===== src/hdl/aesp_pkg.sv =====
// Shared types and constants of the escape sequence parser.
// No dependencies.
package aesp_pkg;

  localparam int PARAM_SLOTS = 16;
  localparam int PARAM_BITS  = 16;
  localparam int INTER_SLOTS = 2;
  localparam int CODE_BITS   = 21;

  // action kinds seen on the result port, plus internal-only ones
  localparam logic [3:0] K_PRINT     = 4'd0;
  localparam logic [3:0] K_EXEC      = 4'd1;
  localparam logic [3:0] K_ESC       = 4'd2;
  localparam logic [3:0] K_CSI       = 4'd3;
  localparam logic [3:0] K_HOOK      = 4'd4;
  localparam logic [3:0] K_PUT       = 4'd5;
  localparam logic [3:0] K_UNHOOK    = 4'd6;
  localparam logic [3:0] K_OSC_START = 4'd7;
  localparam logic [3:0] K_OSC_END   = 4'd8;
  localparam logic [3:0] K_PARAM     = 4'd12;
  localparam logic [3:0] K_COLLECT   = 4'd13;
  localparam logic [3:0] K_NONE      = 4'd15;

  typedef enum logic [3:0] {
    S_GROUND, S_ESC, S_ESC_INT, S_CSI_ENTRY, S_CSI_PARAM, S_CSI_INT,
    S_CSI_IGN, S_DCS_ENTRY, S_DCS_PARAM, S_DCS_INT, S_DCS_PASS,
    S_DCS_IGN, S_OSC, S_SOS
  } pstate_e;

  typedef logic [PARAM_BITS-1:0] pword_t;

  // one classified item: up to three output actions, packed from slot 0
  typedef struct packed {
    logic [CODE_BITS-1:0]        code;
    logic [2:0][3:0]             ops;
    logic [1:0]                  n_ops;
    logic [INTER_SLOTS-1:0][7:0] ibytes;
    logic [1:0]                  icount;
    logic                        iovf;
    logic [4:0]                  ptotal;
    logic [PARAM_SLOTS-1:0][PARAM_BITS-1:0] params;
  } job_t;

endpackage


===== src/hdl/aesp_front.sv =====
// Front end (uses aesp_pkg): folds and classifies each item, keeps parser
// state and param/intermediate collectors; emits a job per item with actions.
module aesp_front (
  input  logic                          clk_i,
  input  logic                          rst_ni,
  input  logic                          in_valid_i,
  output logic                          in_ready_o,
  input  logic [aesp_pkg::CODE_BITS-1:0] code_point_i,
  input  logic                          q_full_i,
  output logic                          push_o,
  output aesp_pkg::job_t                job_o
);

  aesp_pkg::pstate_e state_q, state_d;
  aesp_pkg::pword_t [aesp_pkg::PARAM_SLOTS-1:0] pv_q, pv_d, pv_n;
  logic [4:0] pc_q, pc_d, pc_n, pc_eff;
  logic [aesp_pkg::INTER_SLOTS-1:0][7:0] ib_q, ib_d, ib_n;
  logic [1:0] ic_q, ic_d, ic_n;
  logic       ov_q, ov_d, ov_n;

  logic [aesp_pkg::CODE_BITS-1:0] c;
  logic        is_c0, digit, inter, priv, any_hit, changed, clear, accept;
  logic [3:0]  na, exit_k, main_k, entry_k;
  aesp_pkg::pstate_e ns;
  logic [19:0] prod;
  logic [3:0]  pidx;
  logic [2:0][3:0] ops;
  logic [1:0]  n_ops;

  assign in_ready_o = !q_full_i;
  assign accept     = in_valid_i && in_ready_o;

  always_comb begin
    c = code_point_i;
    if (code_point_i >= 21'h0a0 && code_point_i <= 21'h0ff) c = code_point_i - 21'h080;
    is_c0 = c <= 21'h17 || c == 21'h19 || (c >= 21'h1c && c <= 21'h1f);
    digit = (c >= 21'h30 && c <= 21'h39) || c == 21'h3b;
    inter = c >= 21'h20 && c <= 21'h2f;
    priv  = c >= 21'h3c && c <= 21'h3f;

    // anywhere rules
    any_hit = 1'b1;
    na      = aesp_pkg::K_NONE;
    ns      = aesp_pkg::S_GROUND;
    if (c == 21'h18 || c == 21'h1a || (c >= 21'h80 && c <= 21'h8f) ||
        (c >= 21'h91 && c <= 21'h97) || c == 21'h99 || c == 21'h9a) begin
      na = aesp_pkg::K_EXEC;
    end else if (c == 21'h9c) begin
      ns = aesp_pkg::S_GROUND;
    end else if (c == 21'h98 || c == 21'h9e || c == 21'h9f) begin
      ns = aesp_pkg::S_SOS;
    end else if (c == 21'h1b) begin
      ns = aesp_pkg::S_ESC;
    end else if (c == 21'h90) begin
      ns = aesp_pkg::S_DCS_ENTRY;
    end else if (c == 21'h9d) begin
      ns = aesp_pkg::S_OSC;
    end else if (c == 21'h9b) begin
      ns = aesp_pkg::S_CSI_ENTRY;
    end else begin
      any_hit = 1'b0;
      ns      = state_q;
      unique case (state_q)
        aesp_pkg::S_GROUND: begin
          na = is_c0 ? aesp_pkg::K_EXEC : aesp_pkg::K_PRINT;
        end
        aesp_pkg::S_ESC: begin
          if (is_c0) na = aesp_pkg::K_EXEC;
          else if (c == 21'h7f) na = aesp_pkg::K_NONE;
          else if (inter) begin ns = aesp_pkg::S_ESC_INT; na = aesp_pkg::K_COLLECT; end
          else if (c == 21'h50) ns = aesp_pkg::S_DCS_ENTRY;
          else if (c == 21'h58 || c == 21'h5e || c == 21'h5f) ns = aesp_pkg::S_SOS;
          else if (c == 21'h5d) ns = aesp_pkg::S_OSC;
          else if (c == 21'h5b) ns = aesp_pkg::S_CSI_ENTRY;
          else if (c >= 21'h30) begin ns = aesp_pkg::S_GROUND; na = aesp_pkg::K_ESC; end
        end
        aesp_pkg::S_ESC_INT: begin
          if (is_c0) na = aesp_pkg::K_EXEC;
          else if (inter) na = aesp_pkg::K_COLLECT;
          else if (c >= 21'h30 && c <= 21'h7e) begin
            ns = aesp_pkg::S_GROUND; na = aesp_pkg::K_ESC;
          end
        end
        aesp_pkg::S_CSI_ENTRY, aesp_pkg::S_CSI_PARAM: begin
          if (is_c0) na = aesp_pkg::K_EXEC;
          else if (c == 21'h7f) na = aesp_pkg::K_NONE;
          else if (inter) begin ns = aesp_pkg::S_CSI_INT; na = aesp_pkg::K_COLLECT; end
          else if (digit) begin ns = aesp_pkg::S_CSI_PARAM; na = aesp_pkg::K_PARAM; end
          else if (c == 21'h3a) ns = aesp_pkg::S_CSI_IGN;
          else if (priv) begin
            if (state_q == aesp_pkg::S_CSI_ENTRY) begin
              ns = aesp_pkg::S_CSI_PARAM; na = aesp_pkg::K_COLLECT;
            end else ns = aesp_pkg::S_CSI_IGN;
          end else if (c >= 21'h40) begin ns = aesp_pkg::S_GROUND; na = aesp_pkg::K_CSI; end
        end
        aesp_pkg::S_CSI_INT: begin
          if (is_c0) na = aesp_pkg::K_EXEC;
          else if (inter) na = aesp_pkg::K_COLLECT;
          else if (c >= 21'h30 && c <= 21'h3f) ns = aesp_pkg::S_CSI_IGN;
          else if (c >= 21'h40 && c != 21'h7f) begin
            ns = aesp_pkg::S_GROUND; na = aesp_pkg::K_CSI;
          end
        end
        aesp_pkg::S_CSI_IGN: begin
          if (is_c0) na = aesp_pkg::K_EXEC;
          else if (c >= 21'h40 && c != 21'h7f) ns = aesp_pkg::S_GROUND;
        end
        aesp_pkg::S_DCS_ENTRY, aesp_pkg::S_DCS_PARAM: begin
          if (is_c0 || c == 21'h7f) na = aesp_pkg::K_NONE;
          else if (inter) begin ns = aesp_pkg::S_DCS_INT; na = aesp_pkg::K_COLLECT; end
          else if (digit) begin ns = aesp_pkg::S_DCS_PARAM; na = aesp_pkg::K_PARAM; end
          else if (c == 21'h3a) ns = aesp_pkg::S_DCS_IGN;
          else if (priv) begin
            if (state_q == aesp_pkg::S_DCS_ENTRY) begin
              ns = aesp_pkg::S_DCS_PARAM; na = aesp_pkg::K_COLLECT;
            end else ns = aesp_pkg::S_DCS_IGN;
          end else if (c >= 21'h40) ns = aesp_pkg::S_DCS_PASS;
        end
        aesp_pkg::S_DCS_INT: begin
          if (inter) na = aesp_pkg::K_COLLECT;
          else if (c >= 21'h30 && c <= 21'h3f) ns = aesp_pkg::S_DCS_IGN;
          else if (c >= 21'h40 && c != 21'h7f) ns = aesp_pkg::S_DCS_PASS;
        end
        aesp_pkg::S_DCS_PASS: begin
          if (c != 21'h7f) na = aesp_pkg::K_PUT;
        end
        default: ;
      endcase
    end
    changed = any_hit || (ns != state_q);

    // collectors after this item's own action
    pv_n   = pv_q;
    pc_n   = pc_q;
    ib_n   = ib_q;
    ic_n   = ic_q;
    ov_n   = ov_q;
    pc_eff = (pc_q == 5'd0) ? 5'd1 : pc_q;
    pidx   = pc_eff[3:0] - 4'd1;
    prod   = {4'd0, pv_q[pidx]} * 20'd10 + {16'd0, c[3:0]};
    if (na == aesp_pkg::K_COLLECT) begin
      if (ic_q >= 2'(aesp_pkg::INTER_SLOTS)) ov_n = 1'b1;
      else begin
        ib_n[ic_q[0]] = c[7:0];
        ic_n          = ic_q + 2'd1;
      end
    end else if (na == aesp_pkg::K_PARAM && pc_q <= 5'(aesp_pkg::PARAM_SLOTS)) begin
      pc_n = pc_eff;
      if (c == 21'h3b) begin
        if (pc_eff >= 5'(aesp_pkg::PARAM_SLOTS)) pc_n = 5'(aesp_pkg::PARAM_SLOTS + 1);
        else begin
          pv_n[pc_eff[3:0]] = '0;
          pc_n              = pc_eff + 5'd1;
        end
      end else begin
        pv_n[pidx] = (prod[19:16] != 4'd0) ? 16'hffff : prod[15:0];
      end
    end

    exit_k = aesp_pkg::K_NONE;
    if (changed && state_q == aesp_pkg::S_DCS_PASS) exit_k = aesp_pkg::K_UNHOOK;
    else if (changed && state_q == aesp_pkg::S_OSC) exit_k = aesp_pkg::K_OSC_END;
    main_k = (na == aesp_pkg::K_COLLECT || na == aesp_pkg::K_PARAM) ? aesp_pkg::K_NONE : na;
    entry_k = aesp_pkg::K_NONE;
    if (changed && ns == aesp_pkg::S_DCS_PASS) entry_k = aesp_pkg::K_HOOK;
    else if (changed && ns == aesp_pkg::S_OSC) entry_k = aesp_pkg::K_OSC_START;
    clear = changed && (ns == aesp_pkg::S_ESC || ns == aesp_pkg::S_CSI_ENTRY ||
                        ns == aesp_pkg::S_DCS_ENTRY);

    // pack the actions toward slot 0
    ops   = {3{aesp_pkg::K_NONE}};
    n_ops = 2'd0;
    if (exit_k != aesp_pkg::K_NONE) begin ops[n_ops] = exit_k; n_ops = n_ops + 2'd1; end
    if (main_k != aesp_pkg::K_NONE) begin ops[n_ops] = main_k; n_ops = n_ops + 2'd1; end
    if (entry_k != aesp_pkg::K_NONE) begin ops[n_ops] = entry_k; n_ops = n_ops + 2'd1; end

    job_o.code   = code_point_i;
    job_o.ops    = ops;
    job_o.n_ops  = n_ops;
    job_o.ibytes = ib_n;
    job_o.icount = ic_n;
    job_o.iovf   = ov_n;
    job_o.ptotal = (pc_n > 5'(aesp_pkg::PARAM_SLOTS)) ? 5'(aesp_pkg::PARAM_SLOTS) : pc_n;
    job_o.params = pv_n;
    push_o       = accept && (n_ops != 2'd0);

    state_d = state_q;
    pv_d = pv_q; pc_d = pc_q; ib_d = ib_q; ic_d = ic_q; ov_d = ov_q;
    if (accept) begin
      state_d = ns;
      if (clear) begin
        pv_d = '0; pc_d = '0; ib_d = '0; ic_d = '0; ov_d = 1'b0;
      end else begin
        pv_d = pv_n; pc_d = pc_n; ib_d = ib_n; ic_d = ic_n; ov_d = ov_n;
      end
    end
  end

  always_ff @(posedge clk_i or negedge rst_ni) begin
    if (!rst_ni) begin
      state_q <= aesp_pkg::S_GROUND;
      pv_q    <= '0;
      pc_q    <= '0;
      ib_q    <= '0;
      ic_q    <= '0;
      ov_q    <= 1'b0;
    end else begin
      state_q <= state_d;
      pv_q    <= pv_d;
      pc_q    <= pc_d;
      ib_q    <= ib_d;
      ic_q    <= ic_d;
      ov_q    <= ov_d;
    end
  end

endmodule


===== src/hdl/aesp_queue.sv =====
// Two-entry job queue between front and back end.
// Uses aesp_pkg.
module aesp_queue (
  input  logic           clk_i,
  input  logic           rst_ni,
  input  logic           push_i,
  input  aesp_pkg::job_t wr_job_i,
  input  logic           pop_i,
  output aesp_pkg::job_t rd_job_o,
  output logic           full_o,
  output logic           empty_o
);

  aesp_pkg::job_t mem_q [2];
  logic       wp_q, wp_d, rp_q, rp_d;
  logic [1:0] cnt_q, cnt_d;

  assign full_o   = cnt_q == 2'd2;
  assign empty_o  = cnt_q == 2'd0;
  assign rd_job_o = mem_q[rp_q];

  always_comb begin
    wp_d  = push_i ? !wp_q : wp_q;
    rp_d  = pop_i ? !rp_q : rp_q;
    cnt_d = cnt_q + {1'b0, push_i} - {1'b0, pop_i};
  end

  always_ff @(posedge clk_i) begin
    if (push_i) mem_q[wp_q] <= wr_job_i;
  end

  always_ff @(posedge clk_i or negedge rst_ni) begin
    if (!rst_ni) begin
      wp_q  <= 1'b0;
      rp_q  <= 1'b0;
      cnt_q <= 2'd0;
    end else begin
      wp_q  <= wp_d;
      rp_q  <= rp_d;
      cnt_q <= cnt_d;
    end
  end

endmodule


===== src/hdl/aesp_back.sv =====
// Back end: walks a job's actions and parameter slots into a registered
// output stage, one result per cycle unless the receiver stalls or the queue is empty. Uses aesp_pkg.
module aesp_back (
  input  logic           clk_i,
  input  logic           rst_ni,
  input  aesp_pkg::job_t job_i,
  input  logic           empty_i,
  output logic           pop_o,
  output logic           out_valid_o,
  input  logic           out_ready_i,
  output logic [3:0]     action_kind_o,
  output logic [20:0]    char_code_o,
  output logic [7:0]     first_intermediate_o,
  output logic [7:0]     second_intermediate_o,
  output logic [1:0]     intermediate_total_o,
  output logic           intermediate_overflow_o,
  output logic [4:0]     param_total_o,
  output logic [3:0]     param_slot_o,
  output logic [15:0]    param_word_o,
  output logic           last_of_run_o
);

  logic [1:0] phase_q, phase_d;
  logic [3:0] slot_q, slot_d;
  logic       valid_q, valid_d, load;
  logic [3:0] kind;
  logic       multi, seq, more_slots, last_op;
  logic [3:0]  kind_q;
  logic [20:0] code_q;
  logic [7:0]  i0_q, i1_q;
  logic [1:0]  it_q;
  logic        io_q, last_q;
  logic [4:0]  pt_q;
  logic [3:0]  ps_q;
  logic [15:0] pw_q;

  always_comb begin
    kind       = job_i.ops[phase_q];
    multi      = kind == aesp_pkg::K_CSI || kind == aesp_pkg::K_HOOK;
    seq        = multi || kind == aesp_pkg::K_ESC;
    more_slots = multi && (({1'b0, slot_q} + 5'd1) < job_i.ptotal);
    last_op    = (phase_q + 2'd1) == job_i.n_ops;
    load       = !empty_i && (!valid_q || out_ready_i);
    valid_d    = load || (valid_q && !out_ready_i);
    pop_o      = load && !more_slots && last_op;
    phase_d    = phase_q;
    slot_d     = slot_q;
    if (load) begin
      if (more_slots) slot_d = slot_q + 4'd1;
      else begin
        slot_d  = 4'd0;
        phase_d = last_op ? 2'd0 : phase_q + 2'd1;
      end
    end
  end

  always_ff @(posedge clk_i or negedge rst_ni) begin
    if (!rst_ni) begin
      valid_q <= 1'b0;
      phase_q <= 2'd0;
      slot_q  <= 4'd0;
    end else begin
      valid_q <= valid_d;
      phase_q <= phase_d;
      slot_q  <= slot_d;
    end
  end

  always_ff @(posedge clk_i) begin
    if (load) begin
      kind_q <= kind;
      code_q <= job_i.code;
      i0_q   <= (seq && job_i.icount >= 2'd1) ? job_i.ibytes[0] : 8'd0;
      i1_q   <= (seq && job_i.icount >= 2'd2) ? job_i.ibytes[1] : 8'd0;
      it_q   <= seq ? job_i.icount : 2'd0;
      io_q   <= seq && job_i.iovf;
      pt_q   <= multi ? job_i.ptotal : 5'd0;
      ps_q   <= multi ? slot_q : 4'd0;
      pw_q   <= (multi && job_i.ptotal != 5'd0) ? job_i.params[slot_q] : 16'd0;
      last_q <= !more_slots && last_op;
    end
  end

  assign out_valid_o             = valid_q;
  assign action_kind_o           = kind_q;
  assign char_code_o             = code_q;
  assign first_intermediate_o    = i0_q;
  assign second_intermediate_o   = i1_q;
  assign intermediate_total_o    = it_q;
  assign intermediate_overflow_o = io_q;
  assign param_total_o           = pt_q;
  assign param_slot_o            = ps_q;
  assign param_word_o            = pw_q;
  assign last_of_run_o           = last_q;

endmodule


===== src/hdl/ansi_escape_sequence_parser.sv =====
// Escape sequence parser top level: front end, job queue, back end.
// Jobs are queued; the back end registers their results into the output stage.
// Throughput: one item per ready cycle while each item makes at most one result.
// Results go out one at a time: exit, own and entry actions each make one, a CSI
// dispatch or hook one per parameter, or one if none. The queue then stalls.
// Reset (rst_ni low, async) puts the parser in ground and clears collectors.
module ansi_escape_sequence_parser (
  input  logic        clk_i,
  input  logic        rst_ni,
  input  logic        in_valid_i,
  output logic        in_ready_o,
  input  logic [20:0] code_point_i,
  output logic        out_valid_o,
  input  logic        out_ready_i,
  output logic [3:0]  action_kind_o,
  output logic [20:0] char_code_o,
  output logic [7:0]  first_intermediate_o,
  output logic [7:0]  second_intermediate_o,
  output logic [1:0]  intermediate_total_o,
  output logic        intermediate_overflow_o,
  output logic [4:0]  param_total_o,
  output logic [3:0]  param_slot_o,
  output logic [15:0] param_word_o,
  output logic        last_of_run_o
);

  // front classifies and updates state; its jobs carry a snapshot of the
  // collectors so the back end can expand them while new items arrive
  aesp_pkg::job_t wr_job, rd_job;
  logic push, pop, full, empty;

  aesp_front u_front (
    .clk_i, .rst_ni, .in_valid_i, .in_ready_o, .code_point_i,
    .q_full_i (full),
    .push_o   (push),
    .job_o    (wr_job)
  );

  aesp_queue u_queue (
    .clk_i, .rst_ni,
    .push_i   (push),
    .wr_job_i (wr_job),
    .pop_i    (pop),
    .rd_job_o (rd_job),
    .full_o   (full),
    .empty_o  (empty)
  );

  aesp_back u_back (
    .clk_i, .rst_ni,
    .job_i   (rd_job),
    .empty_i (empty),
    .pop_o   (pop),
    .out_valid_o, .out_ready_i, .action_kind_o, .char_code_o,
    .first_intermediate_o, .second_intermediate_o, .intermediate_total_o,
    .intermediate_overflow_o, .param_total_o, .param_slot_o, .param_word_o,
    .last_of_run_o
  );

endmodule


===== config.mk =====
export PLATFORM = sky130hd
export DESIGN_NAME = ansi_escape_sequence_parser
export DESIGN_NICKNAME = d
export VERILOG_FILES = /design/src/hdl/aesp_pkg.sv /design/src/hdl/aesp_front.sv /design/src/hdl/aesp_queue.sv /design/src/hdl/aesp_back.sv /design/src/hdl/ansi_escape_sequence_parser.sv
export SDC_FILE = /design/constraint.sdc
export NUM_CORES = 2
export LEC_CHECK = 0
export BUFFER_PORTS_ARGS = -buffer_cell sky130_fd_sc_hd__buf_4
export CORE_UTILIZATION = 45
export CTS_BUF_LIST = sky130_fd_sc_hd__clkbuf_8
export DETAILED_ROUTE_END_ITERATION = 16
export REMOVE_ABC_BUFFERS = 1
export SYNTH_ARGS = -nofsm -noshare
export SYNTH_HDL_FRONTEND = slang
export SYNTH_SLANG_ARGS = --single-unit

===== constraint.sdc =====
create_clock -name clk_i -period 37.4 [get_ports clk_i]
set_input_delay 7.48 -clock clk_i [delete_from_list [all_inputs] [get_ports clk_i]]
set_output_delay 7.48 -clock clk_i [all_outputs]
set_load 0.005 [all_outputs]

# Word-level counts from Yosys, hierarchy flattened
# Memory sizes are Yosys's and may differ from the RTL's.
# Cells that the tools add are included.
[word_totals] output_inout_bits=72 wordCells=359 memories=1 latchBits=0 input_bits=25 ff_bits=365 rom_bits=0 ram_bits=630
[mem_list] name="u_queue.mem_q" depth=2 width=315 read_ports=1 rd_clocked_by_memory_dff=0 write_ports=1 line_no="aesp_queue.sv:14" rtl="aesp_pkg::job_t mem_q [2];"
[op_classes] n_eq_ne=50 addsub=12 n_lt_le_gt_ge=36 n_bitwise=3 mux=148 n_div=0 shifts=0 n_mul=1 n_reduce_logical=70
[op_table] op="two-way mux 256 bit" count=5
[op_table] op="two-way mux 4 bit" count=84
[op_table] op="AND 256 bit" count=1
[op_table] op="bitwise mux 256 bit" count=1
[op_table] op="inverter 256 bit" count=1
[op_table] op="== test 21 x 8 -> 1 bit, second input constant" count=9
[op_table] op="== test 21 x 7 -> 1 bit, second input constant" count=7
[op_table] op="binary-select mux 16 bit (select 4 bit)" count=2
[op_table] op="demux 16 bit (select 4 bit)" count=2
[op_table] op="two-way mux 16 bit" count=8
[op_table] op="== test 21 x 5 -> 1 bit, second input constant" count=4
[op_table] op=">= comparator 21 x 6 -> 1 bit, second input constant" count=3
[op_table] op=">= comparator 21 x 8 -> 1 bit, second input constant" count=3
[op_table] op="less-or-equal comparator 21 x 6 -> 1 bit, second input constant" count=3
[op_table] op="less-or-equal comparator 21 x 8 -> 1 bit, second input constant" count=3
[op_table] op="== test 21 x 6 -> 1 bit, second input constant" count=2
[op_table] op="less-or-equal comparator 21 x 5 -> 1 bit, second input constant" count=2
[op_table] op="one-hot mux 4 bit (9 select lines)" count=1
[op_table] op="two-way mux 5 bit" count=7
[op_table] op="logical AND 1 bit" count=33
[op_table] op="== test 4 bit, second input constant" count=8
[op_table] op="one-hot mux 4 bit (7 select lines)" count=1
[op_table] op="bitwise mux 12 bit" count=2
[op_table] op="== test 4 x 3 -> 1 bit, second input constant" count=6
[op_table] op="54 further kinds" count=122

# Logic depth before layout (Yosys ltp)
[logic_depth] word_depth=35 mapped_depth=29 ltp_nobuf=22

# Hierarchy
# Synthesis repeated with hierarchy kept, for this count alone.
[unflattened] hier_cells=3511 hier_area_um2=48781.8
[by_module_without_submodules] module="aesp_queue" area_per_inst_um2=23912.9 cells_per_inst=995 seq_area_each_um2=19018.2 instances=1
[by_module_without_submodules] module="aesp_front" area_per_inst_um2=19760.2 cells_per_inst=2180 seq_area_each_um2=7106.8 instances=1
[by_module_without_submodules] module="aesp_back" area_per_inst_um2=5108.6 cells_per_inst=336 seq_area_each_um2=2277.2 instances=1

# Least setup slack after synthesis
# OpenSTA, ideal clock, no wires.
[synth_timing] path_type="input -> register" startpoint="input code_point_i[8]" endpoint="memory u_queue.mem_q[0][0] (netlist bit) (enable)" path_buffers=2 slack_ps=12306 arrival_ps=24101 path_stages=17 path_cell_list="or4_4 -> o311ai_2 -> and4b_1 -> buf_6 -> nor2_1 -> a211o_1 -> or4_4 -> mux2i_1 -> nand4b_1 -> buf_2 -> nand3_1 -> inv_1 -> ha_1 -> and2_1 -> and4_1 -> a211o_1 -> nor2_1"
[synth_between] elab_chain_len=35 word_cells_on_any_way=179
[synth_lines] element="from (decl)" line_no="ansi_escape_sequence_parser.sv:12" rtl="input logic [20:0] code_point_i,"
[synth_lines] element=">= comparator 21 x 8 -> 1 bit / less-or-equal comparator 21 x 8 -> 1 bit (equally long branches)" line_no="aesp_front.sv:35" rtl="if (code_point_i >= 21'h0a0 && code_point_i <= 21'h0ff) c = code_point_i - 21'h080;"
[synth_lines] element="logical AND 1 bit" line_no="aesp_front.sv:35"
[synth_lines] element="two-way mux 21 bit *" line_no="aesp_front.sv:35"
[synth_lines] element=">= comparator 21 x 6 -> 1 bit"
[synth_lines] element="two-way mux 4 bit" line_no="aesp_front.sv:75" rtl="else if (c >= 21'h30) begin ns = aesp_pkg::S_GROUND; na = aesp_pkg::K_ESC; end"
[synth_lines] element="two-way mux 4 bit" line_no="aesp_front.sv:74" rtl="else if (c == 21'h5b) ns = aesp_pkg::S_CSI_ENTRY;"
[synth_lines] element="two-way mux 4 bit" line_no="aesp_front.sv:73" rtl="else if (c == 21'h5d) ns = aesp_pkg::S_OSC;"
[synth_lines] element="two-way mux 4 bit" line_no="aesp_front.sv:72" rtl="else if (c == 21'h58 || c == 21'h5e || c == 21'h5f) ns = aesp_pkg::S_SOS;"
[synth_lines] element="[... 19 more ...]"
[synth_lines] element="adder 1 x 1 -> 2 bit" line_no="aesp_front.sv:174" rtl="if (main_k != aesp_pkg::K_NONE) begin ops[n_ops] = main_k; n_ops = n_ops + 2'd1; end"
[synth_lines] element="two-way mux 2 bit" line_no="aesp_front.sv:174"
[synth_lines] element="adder 2 x 1 -> 2 bit" line_no="aesp_front.sv:175" rtl="if (entry_k != aesp_pkg::K_NONE) begin ops[n_ops] = entry_k; n_ops = n_ops + 2'd1; end"
[synth_lines] element="two-way mux 2 bit *" line_no="aesp_front.sv:175"
[synth_lines] element="nonzero test 2 bit *" line_no="aesp_front.sv:185" rtl="push_o = accept && (n_ops != 2'd0);"
[synth_lines] element="logical AND 1 bit *" line_no="aesp_front.sv:185"
[synth_lines] element="two-way mux 1 bit *" line_no="aesp_queue.sv:29" rtl="if (push_i) mem_q[wp_q] <= wr_job_i;"
[synth_lines] element="two-way mux 1 bit (implied by the code) *" line_no="aesp_queue.sv:29"
[synth_lines] element="to (decl)" line_no="aesp_queue.sv:14"
# Every way passes the cells marked *; elsewhere a longest branch is shown, timed or not.

# Final worst setup path
[layout_timing] startpoint="input code_point_i[18]" endpoint="memory u_queue.mem_q[0][11] (netlist bit) (enable)"
# The elaborated chain is that of the path after synthesis.

==> impl_metrics.toml <==
[setup_path]
cp.arrival_ns = 15.81
critical_path_class = "in -> reg"
r2r_end = "u_queue.mem_q[1][215]"
ff2ff_path_depth = 21
end_kind = "flop"
cp.required_ns = 37.85
start_kind = "input port"
cp_cell_sequence = "buf_4 -> nor3_1 -> nand4_1 -> nand4b_1 -> a31oi_1 -> a21oi_1 -> or4_4 -> mux2i_1 -> nand4b_1 -> nand3_1 -> inv_1 -> ha_1 -> and2_1 -> and4_1 -> a211o_1 -> nor2_4 -> buf_4 -> buf_4 -> buf_4"
path_max_fanout = 75
regToRegStartpoint = "u_front.pc_q[2]"
cp_slowest_cell = "buf_4"
path_common_cell = "buf_4"
critPathMaxStageDelay_ns = 0.95
r2r_slack_ns = 28.27

[sta]
slew_headroom_pct = 6.48
final.setup_skew_ns = 0.0520
hold_slack_ns = 0.484
post-route-min-period_ns = 15.36
slew_violations = 0
finalSetupViolations = 0
rsz0062_at_grt = "false"
tightest_slew_ns = 1.40
finalHoldViolCount = 0
fin_tns_setup_ns = 0
timing.fmax_mhz = 65.1
fin_crit_sh_pct = 41.1

[logic_synthesis]
synthAdderAreaFrac_pct = 1.57
ys_types = 89
synth_edf_count = 696
synth_compound_area_share_pct = 12.3
muxShareOfSynthArea_pct = 13.7
synth_top_family_by_area = "multiplexers"
synth_seq_cells = 991
avgSynthCellArea_um2 = 14.5
seq_area_frac_synth_pct = 61.1
async_flop_share_pct = 29.8
yosys.area_share.simple_pct = 8.02
synthCells = 3188
ys.flop_type = "edfxtp_1"
synth_warnings = 0
netlist_area_um2 = 46300
synth_xor_xnor_area_share_pct = 0.586

[layout]
layout_commonest_cell = "edfxtp_1"
drive_gt1_share_pct = 22.9
most-common-layout-cells = "edfxtp_1, dfrtp_1, mux4_2"
area_growth_pct = 11.3
num-nets-final = 3367

[clocking]
cts.sinks = 991
insertion_delay_ns = 0.86
cts_tree = "yes"
cts_max_path_buffers = 3
cts_resized = 0
clockRootBuffer = "clkbuf_8"
cts_buffers = 162
postCtsHoldBufs = 0
htree_levels = 4
clkTransAtPathRegs_ns = 0.06
post_cts_buffers = 0

[die]
core_area_um2 = 102000
dieArea_um2 = 104000
rows = 117
io_pins = 97
start_util_pct = 45.4
die_h_um = 323
die_w_um = 323

[drt]
dr.pass1.iters = 5
dr_total_vias = 30651
drtAntennaViolNets = 0
drc = 0
first_iter_violations = 3668
totalWireLength_um = 141000
vias_per_cell = 6.40
wl_per_cell_um = 29.5

[place]
port_buffers = 96
place_congestion = 0.903
dpl.hpwl_um = 87400

[power]
net-switching-power_mw = 0.913
comb_power_share_pct = 22.9
p_leak_nw = 18.5
p_int_mw = 2.16
clkPwrFrac_pct = 29.0
seqPwrFrac_pct = 48.1
peakVddDrop_mv = 0.0329
p_sw_share_pct = 29.7
p_per_area_nw_per_um2 = 59.7

[min_path]
holdPathStages = 1
worstHoldPathType = "reg -> reg"
hp-start = "u_front.ib_q[15]"
hold_end = "u_front.ib_q[15]"

[grt]
antenna_found_initial = 6
grt.total_usage_pct = 27.6
grt_pass1_vias = 31030
grt_max_degree = 108
grt_pass1_wl_um = 208000
gr-total-overflow = 0

[run_status]
status = "finished, final reports clean"

[job]
drv_cap = 0
[registers in the layout, indices dropped and copies added, names as in the netlist, 8 cells and up]
name,cells
u_back.second_intermediate_o,8
u_back.char_code_o,21
u_back.param_word_o,16
u_queue.mem_q,626
u_back.first_intermediate_o,8
u_front.ib_q,16
u_front.pv_q,256
[power groups by stage]
stage	Combinational (mW)	Clock [mW]	Sequential (mW)
finish	0.703	0.891	1.48
global route	0.758	0.955	1.50
CTS	0.715	0.908	1.48
detailed placement	0.712	0	1.50
global placement	0.704	0	1.49
floorplan	0.476	0	1.62
[worst max-delay path: cells and delay by family]
kind / cells / cell delay [ns]
multiplexers: 1 / 0.18
AND/OR/NAND/NOR: 9 / 3.81
AO/OA/AOI/OAI: 3 / 1.15
buffers and inverters: 5 / 2.62
adder cells (fa/ha/maj): 1 / 0.40
[worst max-delay path by stage]
stage / startpoint / endpoint / slack [ns]
after floorplan: code_point_i[8] / u_queue.mem_q[0][0] / 11.92
after global placement: code_point_i[18] / u_queue.mem_q[0][40] / 21.51
after detailed placement: code_point_i[18] / u_queue.mem_q[0][72] / 21.23
after CTS: code_point_i[18] / u_queue.mem_q[0][108] / 22.15
after global routing: code_point_i[18] / u_queue.mem_q[0][91] / 21.35
final: code_point_i[18] / u_queue.mem_q[0][11] / 22.04
[layout make-up]
cell class	instances	area (µm²)
clock buffers	177	2440
flip-flops and latches	991	28300
well taps	1368	1710
inverters	39	148
clock inverters	124	607
fillers	8658	50400
diodes	2	5.00
multi-input cells	1901	16900
repair buffers	190	1430
[cell families after synthesis]
kind of cell    after synthesis
simple gates                738
flops                       991
fa+ha+maj                    57
xor+xnor                     31
compound gates              750
buf+inv                     296
mux                         325
[layer usage]
layer / global-route usage, % / share of wire, %
met5: 0 / 0.0064
met4: 12.6 / 4.6
met1: 37.1 / 40
met2: 42.6 / 46
met3: 6.59 / 9.1
[cells in the mapped netlist (14+ instances only)]
library cell	instances	share of area (%)
mux4_2	243	12
a21oi_1	36	0.39
nor2_1	240	1.9
nand3_1	63	0.68
nand2b_1	20	0.27
a21o_1	17	0.28
o2bb2ai_1	237	4.5
ha_1	55	1.5
buf_1	30	0.24
buf_2	50	0.54
and2_1	18	0.24
xnor2_1	22	0.42
o2bb2ai_2	20	0.65
inv_1	39	0.32
nand2_1	229	1.9
dfrtp_1	295	16
nor2b_1	17	0.23
and3_1	21	0.28
a211oi_1	134	2.2
a31oi_1	14	0.19
mux2_2	32	0.78
clkbuf_1	160	1.3
mux2i_1	50	1.1
edfxtp_1	696	45
o21ai_0	198	2.1
nor3_1	22	0.24
[through the flow]
| stage | worst slack (ns) | util (%) | std cells | area [µm²] | power [mW] |
|---|---|---|---|---|---|
| detailed placement | 21.23 | 47.6 | 4489 | 48500 | 2.22 |
| finish | 22.04 | 50.6 | 4792 | 51500 | 3.07 |
| floorplan | 11.92 | - | 2931 | 45200 | 2.10 |
| CTS | 22.15 | 50.5 | 4790 | 51500 | 3.11 |
| global route | 21.35 | 50.6 | 4791 | 51500 | 3.21 |
| global placement | 21.51 | 47.6 | 4489 | 48500 | 2.20 |
Note: power is estimated with default switching activity, not from simulation.
